## config.mk

```make
export PLATFORM = sky130hd
export DESIGN_NAME = oversampled_moving_average_scaler_top
export DESIGN_NICKNAME = d
export VERILOG_FILES = /design/src/rtl/core/oms_pkg.sv /design/src/rtl/core/oversampled_moving_average_scaler_top.sv /design/src/rtl/core/oms_decim.sv /design/src/rtl/core/oms_ring.sv /design/src/rtl/core/oms_scale.sv
export SDC_FILE = /design/constraint.sdc
export NUM_CORES = 1
export LEC_CHECK = 0
export BUFFER_PORTS_ARGS = -buffer_cell sky130_fd_sc_hd__buf_2
export CAP_MARGIN = 20
export CORE_AREA = 2 2 259 517
export DETAILED_ROUTE_END_ITERATION = 12
export DIE_AREA = 0 0 261 519
export HOLD_SLACK_MARGIN = 0.06
export PLACE_DENSITY_LB_ADDON = 0.05
export SLEW_MARGIN = 25
export SYNTH_ARGS = -nofsm -noshare
export SYNTH_HDL_FRONTEND = slang
export SYNTH_SLANG_ARGS = --single-unit
```

## constraint.sdc

```tcl
create_clock -name clk -period 5.77 [get_ports clk]
set_input_delay 0 -clock clk [delete_from_list [all_inputs] [get_ports clk]]
set_output_delay 0 -clock clk [all_outputs]
set_load 0.02 [all_outputs]
```

## src/rtl/core/oms_pkg.sv

```systemverilog
// Shared types and constants for the oversampled moving average scaler.
// Used by every module in rtl/core; depends on nothing.
`timescale 1ns / 1ps
`default_nettype none

package oms_pkg;

  localparam int unsigned SAMPLE_BITS = 12;
  localparam int unsigned VOLT_BITS   = 16;
  localparam int unsigned COEF_BITS   = 32;

  localparam logic [COEF_BITS-1:0] COEF_RESET = 32'd65536;

  localparam logic OP_SAMPLE = 1'b0;
  localparam logic OP_CLEAR  = 1'b1;

  typedef struct packed {
    logic                   op;
    logic [SAMPLE_BITS-1:0] sample;
  } in_req_t;

  typedef struct packed {
    logic [SAMPLE_BITS-1:0] filtered_average;
    logic [VOLT_BITS-1:0]   voltage;
  } out_res_t;

  typedef struct packed {
    logic                   clr;
    logic [SAMPLE_BITS-1:0] avg;
  } blk_t;

endpackage

`default_nettype wire

```

## src/rtl/core/oversampled_moving_average_scaler_top.sv

```systemverilog
// Top level: boxcar decimator, 32-deep moving average and Q16.16 scaler.
// Instantiates oms_decim, oms_ring and oms_scale; depends on oms_pkg.
//
// Usage:
//   in_*  : valid/ready requests carrying op (sample or clear) and a 12-bit sample.
//   out_* : valid/ready results carrying filtered_average and voltage.
//   cfg_* : cfg_wr_en writes cfg_wr_data into the scale coefficient the same
//           edge; write only while the block is idle.
//   Every GROUP_SIZE-th sample request yields one result; clear requests and
//   other samples yield none. A clear request empties the accumulator, the ring
//   and the running sum, in order with the requests ahead of it.
//   Throughput: one request per cycle while the receiver takes results. The
//   result of the request that completes a group passes through the six
//   pipeline registers (group sum, block average, ring read, ring sum, window
//   average, result).
//   Reset (rst_n low, synchronous) empties the pipeline and the ring and loads
//   the coefficient with 1.0; the block is ready the cycle after release.
//   When the receiver stalls, results hold in the output register and the
//   stages behind it keep filling until each holds a request.
`timescale 1ns / 1ps
`default_nettype none

module oversampled_moving_average_scaler_top #(
  parameter int GROUP_SIZE     = 16,
  parameter int WINDOW_DEPTH   = 32,
  parameter int COEF_FRAC_BITS = 16
) (
  input  wire logic                          clk,
  input  wire logic                          rst_n,
  input  wire logic                          in_valid,
  output logic                               in_ready,
  input  wire oms_pkg::in_req_t              in_data,
  output logic                               out_valid,
  input  wire logic                          out_ready,
  output oms_pkg::out_res_t                  out_data,
  input  wire logic                          cfg_wr_en,
  input  wire logic [oms_pkg::COEF_BITS-1:0] cfg_wr_data
);

  localparam int RSUM_W = $clog2(WINDOW_DEPTH * ((1 << oms_pkg::SAMPLE_BITS) - 1) + 1);

  logic [oms_pkg::COEF_BITS-1:0] coef_r;
  logic                          dec_valid;
  logic                          dec_ready;
  oms_pkg::blk_t                 dec_data;
  logic                          ring_valid;
  logic                          ring_ready;
  logic [RSUM_W-1:0]             ring_sum;

  always_ff @(posedge clk) begin
    if (!rst_n) begin
      coef_r <= oms_pkg::COEF_RESET;
    end else if (cfg_wr_en) begin
      coef_r <= cfg_wr_data;
    end
  end

  oms_decim #(
    .GROUP_SIZE (GROUP_SIZE)
  ) u_decim (
    .clk       (clk),
    .rst_n     (rst_n),
    .in_valid  (in_valid),
    .in_ready  (in_ready),
    .in_data   (in_data),
    .blk_valid (dec_valid),
    .blk_ready (dec_ready),
    .blk_data  (dec_data)
  );

  oms_ring #(
    .WINDOW_DEPTH (WINDOW_DEPTH),
    .RSUM_W       (RSUM_W)
  ) u_ring (
    .clk       (clk),
    .rst_n     (rst_n),
    .blk_valid (dec_valid),
    .blk_ready (dec_ready),
    .blk_data  (dec_data),
    .sum_valid (ring_valid),
    .sum_ready (ring_ready),
    .sum_data  (ring_sum)
  );

  oms_scale #(
    .WINDOW_DEPTH   (WINDOW_DEPTH),
    .COEF_FRAC_BITS (COEF_FRAC_BITS),
    .RSUM_W         (RSUM_W)
  ) u_scale (
    .clk       (clk),
    .rst_n     (rst_n),
    .sum_valid (ring_valid),
    .sum_ready (ring_ready),
    .sum_data  (ring_sum),
    .coef      (coef_r),
    .out_valid (out_valid),
    .out_ready (out_ready),
    .out_data  (out_data)
  );

  a_reset_empties_output: assert property (@(posedge clk)
    !rst_n |=> !out_valid)
    else $error("result valid right after reset");

  a_dec_hold: assert property (@(posedge clk) disable iff (!rst_n)
    dec_valid && !dec_ready |=> dec_valid && $stable(dec_data))
    else $error("block average changed while stalled");

  a_ring_hold: assert property (@(posedge clk) disable iff (!rst_n)
    ring_valid && !ring_ready |=> ring_valid && $stable(ring_sum))
    else $error("ring sum changed while stalled");

  a_scale_ready: assert property (@(posedge clk) disable iff (!rst_n)
    !out_valid |-> ring_ready)
    else $error("scaler stalled with an empty output register");

endmodule

`default_nettype wire

```

## src/rtl/core/oms_decim.sv

```systemverilog
// Group accumulator and block average divider (two pipeline stages).
// Depends on oms_pkg.
`timescale 1ns / 1ps
`default_nettype none

module oms_decim #(
  parameter int GROUP_SIZE = 16
) (
  input  wire logic            clk,
  input  wire logic            rst_n,
  input  wire logic            in_valid,
  output logic                 in_ready,
  input  wire oms_pkg::in_req_t in_data,
  output logic                 blk_valid,
  input  wire logic            blk_ready,
  output oms_pkg::blk_t        blk_data
);

  localparam int GSUM_W = $clog2(GROUP_SIZE * ((1 << oms_pkg::SAMPLE_BITS) - 1) + 1);
  localparam int CNT_W  = $clog2(GROUP_SIZE);
  localparam int GK     = GSUM_W + $clog2(GROUP_SIZE);
  localparam int GM_W   = GSUM_W + 1;
  localparam int GP_W   = GSUM_W + GM_W;
  localparam logic [GM_W-1:0] GDIV_M =
    GM_W'(((64'd1 << GK) + 64'(GROUP_SIZE) - 64'd1) / 64'(GROUP_SIZE));

  logic [GSUM_W-1:0] acc_r;
  logic [GSUM_W-1:0] acc_nxt;
  logic [CNT_W-1:0]  cnt_r;
  logic              v1_r;
  logic              v2_r;
  logic [GSUM_W-1:0] s1_sum_r;
  logic              s1_clr_r;
  oms_pkg::blk_t     blk_r;
  logic              s1_rdy;
  logic              s2_rdy;
  logic              accept;
  logic              is_clr;
  logic              done;
  logic [GP_W-1:0]   gprod;

  assign s2_rdy   = !v2_r || blk_ready;
  assign s1_rdy   = !v1_r || s2_rdy;
  assign in_ready = s1_rdy;
  assign accept   = in_valid && in_ready;
  assign is_clr   = (in_data.op == oms_pkg::OP_CLEAR);
  assign acc_nxt  = acc_r + GSUM_W'(in_data.sample);
  assign done     = !is_clr && (cnt_r == CNT_W'(GROUP_SIZE - 1));
  assign gprod    = GP_W'(s1_sum_r) * GP_W'(GDIV_M);

  always_ff @(posedge clk) begin
    if (!rst_n) begin
      acc_r <= '0;
      cnt_r <= '0;
      v1_r  <= 1'b0;
      v2_r  <= 1'b0;
    end else begin
      if (accept) begin
        if (is_clr || done) begin
          acc_r <= '0;
          cnt_r <= '0;
        end else begin
          acc_r <= acc_nxt;
          cnt_r <= cnt_r + 1'b1;
        end
      end
      if (s1_rdy) begin
        v1_r <= accept && (is_clr || done);
      end
      if (s2_rdy) begin
        v2_r <= v1_r;
      end
    end
  end

  always_ff @(posedge clk) begin
    if (accept) begin
      s1_sum_r <= acc_nxt;
      s1_clr_r <= is_clr;
    end
    if (s2_rdy && v1_r) begin
      blk_r.clr <= s1_clr_r;
      blk_r.avg <= gprod[GK +: oms_pkg::SAMPLE_BITS];
    end
  end

  assign blk_valid = v2_r;
  assign blk_data  = blk_r;

endmodule

`default_nettype wire

```

## src/rtl/core/oms_ring.sv

```systemverilog
// Block average ring with running sum (read stage, update stage).
// Depends on oms_pkg.
`timescale 1ns / 1ps
`default_nettype none

module oms_ring #(
  parameter int WINDOW_DEPTH = 32,
  parameter int RSUM_W = $clog2(WINDOW_DEPTH * ((1 << oms_pkg::SAMPLE_BITS) - 1) + 1)
) (
  input  wire logic              clk,
  input  wire logic              rst_n,
  input  wire logic              blk_valid,
  output logic                   blk_ready,
  input  wire oms_pkg::blk_t     blk_data,
  output logic                   sum_valid,
  input  wire logic              sum_ready,
  output logic [RSUM_W-1:0]      sum_data
);

  localparam int IDX_W = $clog2(WINDOW_DEPTH);
  localparam int SB    = oms_pkg::SAMPLE_BITS;

  logic [SB-1:0]           ring_mem [WINDOW_DEPTH];
  logic [WINDOW_DEPTH-1:0] vld_r;
  logic [IDX_W-1:0]        ptr_r;
  logic [IDX_W-1:0]        ptr_nxt;
  logic [RSUM_W-1:0]       ring_sum_r;
  logic [RSUM_W-1:0]       rsum_nxt;
  logic                    v3_r;
  logic                    v4_r;
  logic [SB-1:0]           avg3_r;
  logic                    clr3_r;
  logic [IDX_W-1:0]        idx3_r;
  logic [SB-1:0]           rd_r;
  logic                    rdv_r;
  logic [SB-1:0]           old_val;
  logic [RSUM_W-1:0]       sum4_r;
  logic                    s3_rdy;
  logic                    s4_rdy;
  logic                    take3;
  logic                    take4;

  assign s4_rdy    = !v4_r || sum_ready;
  assign s3_rdy    = !v3_r || s4_rdy;
  assign blk_ready = s3_rdy;
  assign take3     = blk_valid && s3_rdy;
  assign take4     = v3_r && s4_rdy;
  assign ptr_nxt   = (ptr_r == IDX_W'(WINDOW_DEPTH - 1)) ? '0 : ptr_r + 1'b1;
  assign old_val   = rdv_r ? rd_r : '0;
  assign rsum_nxt  = ring_sum_r - RSUM_W'(old_val) + RSUM_W'(avg3_r);

  always_ff @(posedge clk) begin
    if (!rst_n) begin
      ptr_r      <= '0;
      vld_r      <= '0;
      ring_sum_r <= '0;
      v3_r       <= 1'b0;
      v4_r       <= 1'b0;
    end else begin
      if (take4) begin
        if (clr3_r) begin
          ring_sum_r <= '0;
        end else begin
          ring_sum_r     <= rsum_nxt;
          if (!(take3 && blk_data.clr)) begin
            vld_r[idx3_r] <= 1'b1;
          end
        end
      end
      if (take3) begin
        if (blk_data.clr) begin
          ptr_r <= '0;
          vld_r <= '0;
        end else begin
          ptr_r <= ptr_nxt;
        end
      end
      if (s3_rdy) begin
        v3_r <= blk_valid;
      end
      if (s4_rdy) begin
        v4_r <= v3_r && !clr3_r;
      end
    end
  end

  always_ff @(posedge clk) begin
    if (take4 && !clr3_r) begin
      ring_mem[idx3_r] <= avg3_r;
    end
    if (take3) begin
      rd_r <= ring_mem[ptr_r];
    end
  end

  always_ff @(posedge clk) begin
    if (take3) begin
      avg3_r <= blk_data.avg;
      clr3_r <= blk_data.clr;
      idx3_r <= ptr_r;
      rdv_r  <= vld_r[ptr_r];
    end
    if (take4) begin
      sum4_r <= rsum_nxt;
    end
  end

  assign sum_valid = v4_r;
  assign sum_data  = sum4_r;

endmodule

`default_nettype wire

```

## src/rtl/core/oms_scale.sv

```systemverilog
// Window divider, coefficient multiply and saturation, with the result register.
// Depends on oms_pkg.
`timescale 1ns / 1ps
`default_nettype none

module oms_scale #(
  parameter int WINDOW_DEPTH   = 32,
  parameter int COEF_FRAC_BITS = 16,
  parameter int RSUM_W = $clog2(WINDOW_DEPTH * ((1 << oms_pkg::SAMPLE_BITS) - 1) + 1)
) (
  input  wire logic                           clk,
  input  wire logic                           rst_n,
  input  wire logic                           sum_valid,
  output logic                                sum_ready,
  input  wire logic [RSUM_W-1:0]              sum_data,
  input  wire logic [oms_pkg::COEF_BITS-1:0]  coef,
  output logic                                out_valid,
  input  wire logic                           out_ready,
  output oms_pkg::out_res_t                   out_data
);

  localparam int SB     = oms_pkg::SAMPLE_BITS;
  localparam int VB     = oms_pkg::VOLT_BITS;
  localparam int WK     = RSUM_W + $clog2(WINDOW_DEPTH);
  localparam int WM_W   = RSUM_W + 1;
  localparam int WP_W   = RSUM_W + WM_W;
  localparam int PROD_W = oms_pkg::COEF_BITS + SB;
  localparam logic [WM_W-1:0] WDIV_M =
    WM_W'(((64'd1 << WK) + 64'(WINDOW_DEPTH) - 64'd1) / 64'(WINDOW_DEPTH));

  logic [WP_W-1:0]   wprod;
  logic [PROD_W-1:0] prod;
  logic              sat;
  logic [VB-1:0]     volt;
  logic              v5_r;
  logic [SB-1:0]     filt5_r;
  logic              ov_r;
  oms_pkg::out_res_t out_r;
  logic              out_rdy;
  logic              s5_rdy;

  assign out_rdy   = !ov_r || out_ready;
  assign s5_rdy    = !v5_r || out_rdy;
  assign sum_ready = s5_rdy;
  assign wprod     = WP_W'(sum_data) * WP_W'(WDIV_M);
  assign prod      = PROD_W'(coef) * PROD_W'(filt5_r);
  assign sat       = |prod[PROD_W-1:COEF_FRAC_BITS+VB];
  assign volt      = sat ? {VB{1'b1}} : prod[COEF_FRAC_BITS +: VB];

  always_ff @(posedge clk) begin
    if (!rst_n) begin
      v5_r <= 1'b0;
      ov_r <= 1'b0;
    end else begin
      if (s5_rdy) begin
        v5_r <= sum_valid;
      end
      if (out_rdy) begin
        ov_r <= v5_r;
      end
    end
  end

  always_ff @(posedge clk) begin
    if (s5_rdy && sum_valid) begin
      filt5_r <= wprod[WK +: SB];
    end
    if (out_rdy && v5_r) begin
      out_r.filtered_average <= filt5_r;
      out_r.voltage          <= volt;
    end
  end

  assign out_valid = ov_r;
  assign out_data  = out_r;

endmodule

`default_nettype wire

```

* Word-level counts from Yosys, hierarchy flattened
Memory sizes are Yosys's and may differ from the RTL's. A register that Yosys moved wholly into a read port is not among the register bits.
Index checks and enable logic that the tools add are counted.
** Operators by class
- Add/subtract/negate cells :: 5
- $mul :: 1
- Magnitude comparators :: 3
- Equal/unequal tests :: 2
- Mux-type cells :: 17
- Bitwise gates (word level) :: 1
- Reduce and logical (&&, ||, !) cells :: 28
** Operator list (number)
- $mux 32 :: 5
- $mul 32x12->44 :: 1
- $or 32x32->32 :: 1
- $add 17x12->17 :: 1
- $mux 17 :: 1
- $sub 17x12->17 :: 1
- $add 16x12->16 :: 1
- $mux 16 :: 1
- $logic_and 1x1->1 :: 12
- $lt 5x6->1 const B :: 2
- $mux 12 :: 1
- $reduce_or 12->1 :: 1
- $mux 5 :: 2
- $logic_not 1->1 :: 8
- $logic_or 1x1->1 :: 7
- $add 5x1->5 const B :: 1
- $bmux 1 s5 :: 1
- $demux 1 s5 :: 1
- $eq 5x5->1 const B :: 1
- $ge 5x1->1 const B :: 1
- $add 4x1->4 const B :: 1
- $eq 4x4->1 const B :: 1
- $mux 1 :: 4
- $mux 4 :: 1
** Storage, ports and cells
- Bits in registers :: 218
- RAM bits :: 384
- Output and inout bits :: 30
- Memories kept :: 1
** Memories
- u_ring.ring_mem :: words 32, width 12, rd ports 1, clocked after Yosys merged registers in 1, write ports 1, RTL line oms_ring.sv:23 : logic [SB-1:0] ring_mem [WINDOW_DEPTH];

* Longest topological paths before layout
Gate-level depths: netlist of run 1.
- Depth in word-level cells :: 12
- Mapped depth :: 24

* Cells and area by module
From an unflattened synthesis of run 1, not the netlist that was laid out.
** Unflattened totals
- Cell total of the unflattened synthesis :: 2839
- Area total of the unflattened synthesis :: 36536.3 um^2
** Modules (own cells, without submodules)
- oms_ring :: instances 1, cells each 1019, area an instance 19593.8 um^2
- oms_scale :: instances 1, cells each 1520, area an instance 13430.4 um^2
- oms_decim :: instances 1, cells each 197, area an instance 2270.9 um^2
- oversampled_moving_average_scaler_top :: instances 1, cells each 103, area an instance 1241.2 um^2

* Worst setup path after synthesis of run 1
No wires, ideal clock.
- Path kind :: reg-to-reg
- Start :: reg u_scale.filt5_r[6]
- End :: reg u_scale.out_r, in the netlist u_scale.out_data[14], data pin
- Data arrival time :: 5.882 ns
- Data required time :: 5.496 ns
- Slack :: -0.387 ns
- Stages on the path, launching flop included :: 23
- Path buffers :: 2
- Period minus slack after synthesis :: 6.157 ns
- Cell sequence :: edfxtp_1 > clkbuf_1 > nand2_1 > fa_1 > inv_1 > fa_1 > fa_1 > fa_1 > inv_1 > fa_1 > inv_1 > ha_1 > o21a_1 > o21a_1 > o221ai_2 > a2111o_1 > a211o_1 > a21oi_2 > mux2i_1 > a311oi_2 > nor4_4 > buf_6 > nand4_1
** Between the ends
- Longest elaborated chain between the ends :: 2
** RTL lines
- from (decl) :: RTL line oms_scale.sv:36 : logic [SB-1:0] filt5_r;
- from (signal assigned) :: RTL line oms_scale.sv:66 : filt5_r <= wprod[WK +: SB];
- $mul 32x12->44 * :: RTL line oms_scale.sv:46 : assign prod = PROD_W'(coef) * PROD_W'(filt5_r);
- $reduce_or 12->1 :: RTL line oms_scale.sv:47 : assign sat = |prod[PROD_W-1:COEF_FRAC_BITS+VB];
- to (decl) :: RTL line oms_scale.sv:38 : oms_pkg::out_res_t out_r;
Mark *: on every way between the ends. The rest lies on a longest branch, timed or not.
A chain may end at the register's enable or synchronous reset.

* Worst setup path in the final report of run 1
- Start :: reg u_scale.filt5_r[6]
- End :: reg u_scale.out_r, in the netlist u_scale.out_data[13], data pin
Same word-level chain as after synthesis.

==> flow_summary.json, run 1 <==
{
  "clock_sinks": 605,
  "p_int_mw": 8.44,
  "whs_path_depth": 4,
  "wl_met3_um": 2580,
  "m1WireLength_um": 48500,
  "synth_area_leader_cell": "edfxtp_1",
  "final_antenna_net_count": 0,
  "grt_overflow": 0,
  "crit_chain": "buf_12 -> and2_4 -> fa_1 -> inv_2 -> fa_1 -> inv_1 -> fa_1 -> fa_1 -> fa_1 -> ha_4 -> and4_1 -> a31oi_2 -> buf_4 -> a2111o_1 -> a211o_1 -> a21oi_4 -> mux2i_1 -> a311oi_2 -> nor4_4 -> buf_12 -> nand4b_1",
  "fmax_ghz": 0.159,
  "final_hold_viol_count": 0,
  "critPathArrivalTime_ns": 6.66,
  "ys_ff_latch": 605,
  "port_buffers": 79,
  "post_drt_wl_per_cell_um": 20.9,
  "worstSetupPathType": "reg -> reg",
  "power.total_mw": 11.9,
  "dp_hpwl_um": 71500,
  "worst_slew_pin_slew_ns": 1.02,
  "pwr-share-comb": 0.249,
  "htree_levels": 2,
  "grt_max_degree": 75,
  "yosysSeqAreaShare": 0.482,
  "yosysWarningCount": 0,
  "worst_setup_path_start_kind": "register",
  "seqPwrFrac": 0.400,
  "pwr-share-clk": 0.351,
  "report.final.slew_viol_count": 0,
  "die_y_um": 519,
  "drc_errors": 0,
  "status": "finished, violations left",
  "dr_total_vias": 21500,
  "synthCells": 2723,
  "cpPeakStageDelay_ns": 0.55,
  "top_layer_used": "met5",
  "switching_share": 0.290,
  "layout.nets": 3572,
  "yosysTopAreaCellShare": 0.418,
  "setup_viol": 16,
  "die_w_um": 261,
  "grt_antenna_before_repair": 5,
  "clk_latency_ns": 0.67,
  "std_cell_rows": 189,
  "vias_per_cell": 4.41,
  "syn_avg_cell_area_um2": 13.0,
  "finalClockSkew_ns": 0.0398,
  "synth_edf_count": 493,
  "async_reset_ff_frac": 0,
  "rr_worst_depth": 21,
  "drt-pass1-iter-count": 5,
  "final_util": 0.326,
  "grt_use_total": 0.154,
  "drt_iter0_markers": 1049,
  "clockBufferDepth": 3,
  "cts_tree": "built",
  "met2_length_um": 49000,
  "dieArea_um2": 135000,
  "cp_max_fo": 16,
  "ys_top_cells_by_area": "edfxtp_1, fa_1, mux4_2",
  "postPlaceCellArea_um2": 40100,
  "synth_common_cells": "edfxtp_1, inv_1, fa_1",
  "rsz0062_at_grt": "true",
  "synthDistinctLibCells": 69,
  "p_per_area_nw_per_um2": 276,
  "fin_crit_sh": 1.09,
  "setup_ws_ns": -0.524,
  "maxCapViolCount": 0,
  "violations": "setup timing",
  "synth_area_um2": 35400,
  "setup_tns_ns": -7.89,
  "syn2layout_area_growth_pct": 21.6,
  "finalCriticalPeriod_ns": 6.29,
  "slew_headroom": 0.319,
  "routed_wl_um": 102000,
  "required_ns": 6.13,
  "clk_pin_slew_worst_paths_ns": 0.08,
  "ir_drop_mv": 0.255,
  "design_area_um2": 43000,
  "grt_pass1_wl_um": 155000,
  "hold_path.class": "in -> reg",
  "end_kind": "register",
  "synth_ff_type": "edfxtp_1",
  "drive_gt1_frac": 0.206,
  "netSwitchingPower_mw": 3.44,
  "initial_core_util": 0.268,
  "total_leakage_power_nw": 16.6,
  "syn-num-nets": 3195,
  "cpMaxStageDelayCell": "fa_1",
  "core_area_um2": 132000,
  "n_fill_cell": 13200,
  "synth_most_common_cell": "edfxtp_1",
  "ctsRootBufferMaster": "clkbuf_16",
  "io_pins": 80,
  "cpMostUsedCell": "fa_1",
  "cts_buffers": 60,
  "grt_pass1_vias": 23700,
  "gp_congestion": 0.756
}
path summary, 6_finish.rpt:
kind	from	end	slack [ns]
worst max-delay path	u_scale.filt5_r[6]	u_scale.out_data[13]	-0.52
worst min-delay path	cfg_wr_en	coef_r[3]	0.11
worst max register to register	u_scale.filt5_r[6]	u_scale.out_data[13]	-0.52
worst min register to register	u_ring.sum_data[7]	u_scale.filt5_r[2]	0.40
sequential cells by signal (all words and copies together) (netlist names), 4 cells and up:
register / cells
u_decim.s1_sum_r: 12
u_scale.filt5_r: 12
u_ring.rd_r: 12
u_ring.ring_sum_r: 17
u_decim.acc_r: 16
u_ring.idx3_r: 5
u_decim.cnt_r: 4
u_ring.sum_data: 12
u_ring.avg3_r: 12
u_ring.ptr_r: 5
u_scale.out_data: 28
u_ring.ring_mem: 384
u_decim.blk_data: 13
coef_r: 32
u_ring.vld_r: 32
stage by stage:
| stage | cells | hold WS, ns | setup WS (ns) |
|---|---|---|---|
| 3_5_place_dp | 4675 | 0.241 | -0.603 |
| 3_3_place_gp | 4674 | 0.234 | -0.542 |
| 4_1_cts | 4868 | 0.0690 | -0.602 |
| 5_1_grt | 4871 | 0.105 | -0.734 |
| 6_report | 4871 | 0.109 | -0.524 |
| 2_1_floorplan | 2723 | 0.0619 | -0.0894 |
routing by layer:
metal | up-vias | global-route usage
li1 | 9988 | -
met1 | 11100 | 0.217
met2 | 272 | 0.257
met3 | 76 | 0.0145
met4 | 2 | 0.0296
met5 | - | 0
power groups by stage:
stage | Clock (mW) | Sequential [mW] | Combinational (mW)
after detailed placement | 0 | 4.85 | 2.94
final | 4.17 | 4.76 | 2.96
after floorplan | 0 | 4.83 | 1.74
after CTS | 4.34 | 4.75 | 3.01
after global placement | 0 | 4.85 | 2.96
after global routing | 4.47 | 4.76 | 3.35
placed cells by master (no fill, tap or decap), drive strengths merged, types with 11 or more instances in the layout:
cell	instances
a21oi	71
a211oi	11
fa	312
nand2	283
nor3	11
and2	166
dlygate4sd3	81
inv	378
nand3	20
dfxtp	112
nand4	26
ha	110
clkbuf	72
mux4	130
xor2	22
buf	368
a21o	22
mux2	13
clkinv	23
xnor2	29
edfxtp	493
nor2	188
mux2i	35
a22oi	20
o21ai	23
repair_timing:
item                       CTS  global route
setup endpoints to repair   16            16
hold buffers                81             0
hold endpoints to repair    82             0
resized for setup            5             6
buffers inserted             0             1
pin swaps                    1             1
cells by family after synthesis:
group | count (synthesis) | share of synthesized area
buffers and inverters | 511 | 0.0546
xor gates and xnor gates | 51 | 0.0126
and+or+nand+nor | 745 | 0.0988
muxes | 178 | 0.0968
DFF | 605 | 0.482
adders and majority gates | 422 | 0.215
AOI/OAI and AO/OA | 211 | 0.0400
worst max-delay path: cells and delay by family (launching register included):
kind | cells | cell delay, ns
flip-flops | 1 | 0.45
multiplexers | 1 | 0.25
buffers and inverters | 5 | 0.63
AO/OA/AOI/OAI | 5 | 1.16
adder cells (fa/ha/maj) | 6 | 2.83
AND/OR/NAND/NOR | 4 | 0.68
area by class of cell:
type / instances / area [um^2] / share of cell area
Clock buffer: 72 / 1560 / 0.0362
Antenna cell: 2 / 5.00 / 0.000116
Timing Repair Buffer: 449 / 3770 / 0.0877
Clock inverter: 40 / 494 / 0.0115
Inverter: 377 / 1420 / 0.0329
Tap cell: 1719 / 2150 / 0.0500
Multi-Input combinational cell: 1607 / 16600 / 0.385
Sequential cell: 605 / 17100 / 0.397
Note: power is estimated with default switching activity, not from simulation.
==> inputs of run 2 (changes only) <==
- ABC_AREA: default -> 1
- CORE_AREA: 2 2 259 517 -> 2 2 265 529
- DIE_AREA: 0 0 261 519 -> 0 0 267 531
==> run 2 against run 1 <==
  * The flow now finishes without violations
  * Register-to-register slack better by 0.61 ns
  * Clock-buffer cell count up 16
  * Combinational power rose to 2.6 times the previous value
  * First-iteration DRC count up 18%
  * Critical path type unchanged
==> flow_summary.json, run 2 <==
{
  "final_hold_viol_count": 0,
  "synth_most_common_cell": "nand2_1",
  "required_ns": 6.18,
  "synth_ff_type": "edfxtp_1",
  "port_buffers": 79,
  "synth_area_leader_cell": "edfxtp_1",
  "finalClockSkew_ns": 0.0250,
  "end_kind": "register",
  "hold_path.class": "in -> reg",
  "die_w_um": 267,
  "fmax_ghz": 0.176,
  "pwr-share-comb": 0.472,
  "yosysTopAreaCellShare": 0.400,
  "report.final.slew_viol_count": 0,
  "drive_gt1_frac": 0.183,
  "gp_congestion": 0.838,
  "setup_tns_ns": 0,
  "cpMaxStageDelayCell": "fa_1",
  "clockBufferDepth": 3,
  "cp_max_fo": 8,
  "finalCriticalPeriod_ns": 5.68,
  "ir_drop_mv": 0.297,
  "cpMostUsedCell": "fa_1",
  "rsz0062_at_grt": "true",
  "cp_top_family": "adder cells",
  "top_regs": "u_ring.ring_mem: 384 flops, coef_r: 32 flops, u_ring.vld_r: 32 flops",
  "worst_slew_pin_slew_ns": 1.01,
  "setup_viol": 0,
  "syn2layout_area_growth_pct": 25.4,
  "grt_antenna_before_repair": 1,
  "grt_use_total": 0.192,
  "synth_common_cells": "nand2_1, inv_1, nor2_1",
  "crit_chain": "buf_4 -> nand2_1 -> fa_1 -> fa_1 -> inv_1 -> fa_1 -> fa_1 -> fa_1 -> ha_1 -> buf_4 -> nand2_8 -> nor2_4 -> buf_4 -> nand2_1 -> buf_4 -> nor2_4 -> nand2_4 -> nand2_1 -> nand2_1 -> nand2_2 -> nand3_2 -> nor2_4 -> clkbuf_16 -> nand4_2",
  "worst_setup_path_start_kind": "register",
  "largest_reg_flops": 384,
  "grt_max_degree": 122,
  "dr_total_vias": 27800,
  "htree_levels": 2,
  "slew_headroom": 0.327,
  "cts_buffers": 61,
  "post_drt_wl_per_cell_um": 22.2,
  "whs_ns": 0.182,
  "clk_pin_slew_worst_paths_ns": 0.07,
  "drt_iter0_markers": 1233,
  "std_cell_rows": 193,
  "clock_sinks": 605,
  "grt_pass1_vias": 30000,
  "regMostFlops": "u_ring.ring_mem",
  "synthCells": 3846,
  "maxCapViolCount": 0,
  "syn-num-nets": 4318,
  "ys_ff_latch": 605,
  "switching_share": 0.384,
  "worstSetupPathType": "reg -> reg",
  "synth_area_um2": 37000,
  "initial_core_util": 0.268,
  "drt-pass1-iter-count": 7,
  "netSwitchingPower_mw": 6.35,
  "core_area_um2": 138000,
  "p_int_mw": 10.2,
  "seqPwrFrac": 0.288,
  "p_per_area_nw_per_um2": 357,
  "pwr-share-clk": 0.241,
  "power.total_mw": 16.5,
  "ys_top_cells_by_area": "edfxtp_1, fa_1, nand2_1",
  "total_leakage_power_nw": 19.6,
  "critPathArrivalTime_ns": 6.09,
  "grt_overflow": 0,
  "die_y_um": 531,
  "synth_edf_count": 493,
  "dp_hpwl_um": 99000,
  "syn_avg_cell_area_um2": 9.62,
  "io_pins": 80,
  "routed_wl_um": 136000,
  "vias_per_cell": 4.54,
  "path_buf_inv": 6,
  "layout_commonest_cell": "inv_1",
  "async_reset_ff_frac": 0,
  "synthDistinctLibCells": 48,
  "cpPeakStageDelay_ns": 0.56,
  "ctsRootBufferMaster": "clkbuf_16",
  "dieArea_um2": 142000,
  "yosysWarningCount": 0,
  "postPlaceCellArea_um2": 41600,
  "fin_crit_sh": 0.985,
  "grt_pass1_wl_um": 197000,
  "design_area_um2": 46400,
  "final_antenna_net_count": 0,
  "layout_common_cells": "inv_1, nand2_1, edfxtp_1, nor2_1, o21ai_0",
  "clk_latency_ns": 0.68,
  "yosysSeqAreaShare": 0.461,
  "status": "completed",
  "layout.nets": 4685,
  "drc_errors": 0,
  "cts_tree": "built"
}
==> run 2: cell count changes after synthesis, sizes merged, moves of 35 or more <==
cell,before,now
clkbuf,115,163
nand2,283,681
a21oi,71,121
mux4,130,0
o221ai,2,52
and2,166,1
nand3,20,78
o21ai,23,336
inv,377,675
o22ai,2,51
nor2,188,505
mux2i,35,0
==> run 2: through the flow <==
step,instances,util,setup WS [ns]
final,6119,0.336,0.0892
after global routing,6119,0.336,-0.144
after CTS,6092,0.329,-0.00546
after detailed placement,5868,0.302,-0.481
after global placement,5868,0.302,-0.473
after floorplan,3846,-,0.503
==> run 2: kinds of logic (layout without fill, tap and decap cells) <==
kind of cell,after synthesis,after routing,synth area share
other,0,1,0
AO/OA/AOI/OAI,603,603,0.0917
AND/OR/NAND/NOR,1311,1311,0.142
adder cells (fa/ha/maj),422,422,0.206
XOR/XNOR,46,46,0.0109
buffers and inverters,859,1279,0.0881
flip-flops,605,605,0.461
==> run 2: worst paths after layout <==
path	to	cells after the start	slack [ns]	startpoint
worst min-delay path	u_scale.out_valid	5	0.18	out_ready
worst min register to register	u_ring.avg3_r[10]	0	0.42	u_decim.blk_data[10]
worst max register to register	u_scale.out_data[7]	24	0.09	u_scale.filt5_r[5]
worst max-delay path	u_scale.out_data[7]	24	0.09	u_scale.filt5_r[5]
==> run 2: area by class of cell <==
class                      count  area, um^2
fill                       14400       91500
clock inverter                28         245
tap                         1852        2320
multi-input combinational   2382       18000
clock buffer                  88        1700
timing repair buffer         486        4470
sequential                   605       17100
inverter                     677        2550
antenna                        1        2.50
==> run 2: routing by layer <==
| metal | wire length, um | part of all wire | track usage |
|---|---|---|---|
| met4 | 6050 | 0.044 | 0.0793 |
| met1 | 43600 | 0.32 | 0.172 |
| met2 | 83900 | 0.62 | 0.420 |
| met3 | 2560 | 0.019 | 0.0142 |
| met5 | 0 | 0 | 0 |
==> run 2: worst reg2reg max path, delay by kind of cell (launching register included) <==
kind,cells,cell delay [ns]
flops,1,0.52
buf+inv,6,0.96
simple gates,12,1.16
fa+ha+maj,6,2.76
==> run 2: timing repair <==
action,in CTS,in global routing
gates cloned,3,3
pin swaps,46,108
setup buffers,17,24
endpoints found under the setup margin,16,16
hold endpoints to repair,70,0
gates resized for setup,152,209
hold buffers,90,0
==> run 2: power by group through the flow <==
stage,clock (mW),sequential (mW),combinational [mW]
final,3.98,4.76,7.80
after global routing,4.26,4.76,8.36
after CTS,4.14,4.76,6.93
after detailed placement,0,4.85,5.89
after global placement,0,4.85,5.94
after floorplan,0,4.84,2.81
==> inputs of run 3 (changes only) <==
- SETUP_SLACK_MARGIN: default -> 0.5
==> run 3 against run 2 <==
  * Hold slack got worse by 0.00092 ns
  * Critical path type unchanged
  * Utilization decreased by 0.053 points
  * Largest power group unchanged
  * Highest routed layer unchanged
  * Combinational power decreased by 0.6%
  * Cell area decreased by 0.16%
  * Worst setup slack got worse by 0.027 ns
  * Non-clock buffer count decreased by 3
==> flow_summary.json, run 3 (same netlist as run 2, synthesis figures left out) <==
{
  "required_ns": 6.18,
  "dr_total_vias": 27800,
  "clock_sinks": 605,
  "setup_viol": 0,
  "cp_max_fo": 8,
  "drive_gt1_frac": 0.181,
  "cts_tree": "built",
  "grt_overflow": 0,
  "min_to": "u_scale.out_valid",
  "die_w_um": 267,
  "total_leakage_power_nw": 19.6,
  "rsz0062_at_grt": "true",
  "ff2ff_setup_slack_ns": 0.06,
  "r2r_end": "u_scale.out_data[4]",
  "slew_headroom": 0.341,
  "vias_per_cell": 4.55,
  "top_regs": "u_ring.ring_mem: 384 flops, coef_r: 32 flops, u_ring.vld_r: 32 flops",
  "maxCapViolCount": 0,
  "clk_pin_slew_worst_paths_ns": 0.07,
  "p_per_area_nw_per_um2": 356,
  "grt_max_degree": 122,
  "htree_levels": 2,
  "std_cell_rows": 193,
  "power.total_mw": 16.5,
  "grt_antenna_before_repair": 1,
  "syn2layout_area_growth_pct": 25.2,
  "fmax_ghz": 0.175,
  "hold_path.class": "in -> reg",
  "end_kind": "register",
  "cpPeakStageDelay_ns": 0.54,
  "final_hold_viol_count": 0,
  "critPathArrivalTime_ns": 6.12,
  "whs_path_depth": 5,
  "cpMostUsedCell": "fa_1",
  "core_area_um2": 138000,
  "cpMaxStageDelayCell": "fa_1",
  "stdcell_count": 6116,
  "layout_commonest_cell": "inv_1",
  "largest_reg_flops": 384,
  "port_buffers": 79,
  "die_y_um": 531,
  "finalClockSkew_ns": 0.0266,
  "grt_use_total": 0.192,
  "initial_core_util": 0.268,
  "r2r_start": "u_scale.filt5_r[5]",
  "clockBufferDepth": 3,
  "clk_latency_ns": 0.68,
  "worst_slew_pin_slew_ns": 0.987,
  "dp_hpwl_um": 99000,
  "cts_buffers": 61,
  "dpl.cell_count": 5868,
  "fin_crit_sh": 0.989,
  "gp_congestion": 0.838,
  "hp-start": "out_ready",
  "regMostFlops": "u_ring.ring_mem",
  "post_drt_wl_per_cell_um": 22.3,
  "drt-pass1-iter-count": 6,
  "worstSetupPathType": "reg -> reg",
  "worst_setup_path_start_kind": "register",
  "status": "completed",
  "drt_iter0_markers": 1282,
  "layout_common_cells": "inv_1, nand2_1, edfxtp_1, nor2_1, o21ai_0",
  "dieArea_um2": 142000,
  "finalCriticalPeriod_ns": 5.71,
  "io_pins": 80,
  "rr_worst_depth": 26,
  "grt_pass1_wl_um": 197000,
  "final_util": 0.336,
  "final_antenna_net_count": 0,
  "ir_drop_mv": 0.284,
  "layout.nets": 4682,
  "ctsRootBufferMaster": "clkbuf_16",
  "report.final.slew_viol_count": 0,
  "grt_pass1_vias": 30100,
  "routed_wl_um": 136000,
  "drc_errors": 0
}
## run 3: cell types whose count changed in the layout (fill, tap and decap cells not counted), sizes merged
| cell | before | now |
|---|---|---|
| buf | 391 | 389 |
| bufbuf | 0 | 1 |
| clkbuf | 93 | 91 |
## run 3: worst max-delay path by stage
stage	from	end	depth (start not counted)
3_3_place_gp	u_scale.filt5_r[6]	u_scale.out_data[11]	24
3_5_place_dp	u_scale.filt5_r[5]	u_scale.out_data[11]	24
4_1_cts	u_scale.filt5_r[9]	u_scale.out_data[15]	27
5_1_grt	u_scale.filt5_r[9]	u_scale.out_data[4]	29
2_1_floorplan	u_scale.filt5_r[3]	u_scale.out_data[5]	23
6_report	u_scale.filt5_r[5]	u_scale.out_data[4]	26
## run 3: per-stage QoR
step,hold slack (ns),setup WS (ns),TNS [ns],cell area (um^2)
after floorplan,0.0989,0.503,0,37000
after global placement,0.215,-0.473,-3.90,41600
after detailed placement,0.218,-0.481,-4.39,41600
after CTS,0.137,0.00504,0,45600
after global routing,0.196,-0.161,-1.96,46300
final,0.181,0.0624,0,46300
## run 3: what timing repair did
| action | in CTS | in global routing |
|---|---|---|
| setup endpoints to repair | 16 | 16 |
| resized for setup | 208 | 141 |
| cloned | 4 | 1 |
| buffers inserted | 22 | 14 |
| pin swaps | 62 | 99 |
| endpoints found under the hold margin | 70 | 0 |
| hold buffers | 90 | 0 |
## run 3: report_power, final
| group | internal (mW) | switching, mW |
|---|---|---|
| combinational | 3.35 | 4.40 |
| sequential | 4.72 | 0.0364 |
| clock | 2.11 | 1.88 |
| total | 10.2 | 6.31 |
## run 3: final cells by class
cell class | count | area (um^2)
Antenna cell | 1 | 2.50
Clock buffer | 88 | 1700
Clock inverter | 28 | 245
Fill cell | 14400 | 91600
Inverter | 677 | 2550
Multi-Input combinational cell | 2382 | 18000
Sequential cell | 605 | 17100
Tap cell | 1852 | 2320
Timing Repair Buffer | 483 | 4450
## run 3: critical path: cells and delay by family (launching register included)
family	cells	cell delay, ns
buffers and inverters	8	0.90
adder cells (fa/ha/maj)	6	2.86
AND/OR/NAND/NOR	12	1.17
flip-flops	1	0.52
## run 3: layer usage
layer  vias to the layer above  GRT usage  part of all wire
li1                      13100          -                 -
met3                       216     0.0144             0.019
met5                         -          0                 0
met2                       388      0.421              0.62
met1                     14100      0.172              0.32
met4                         0     0.0782             0.044
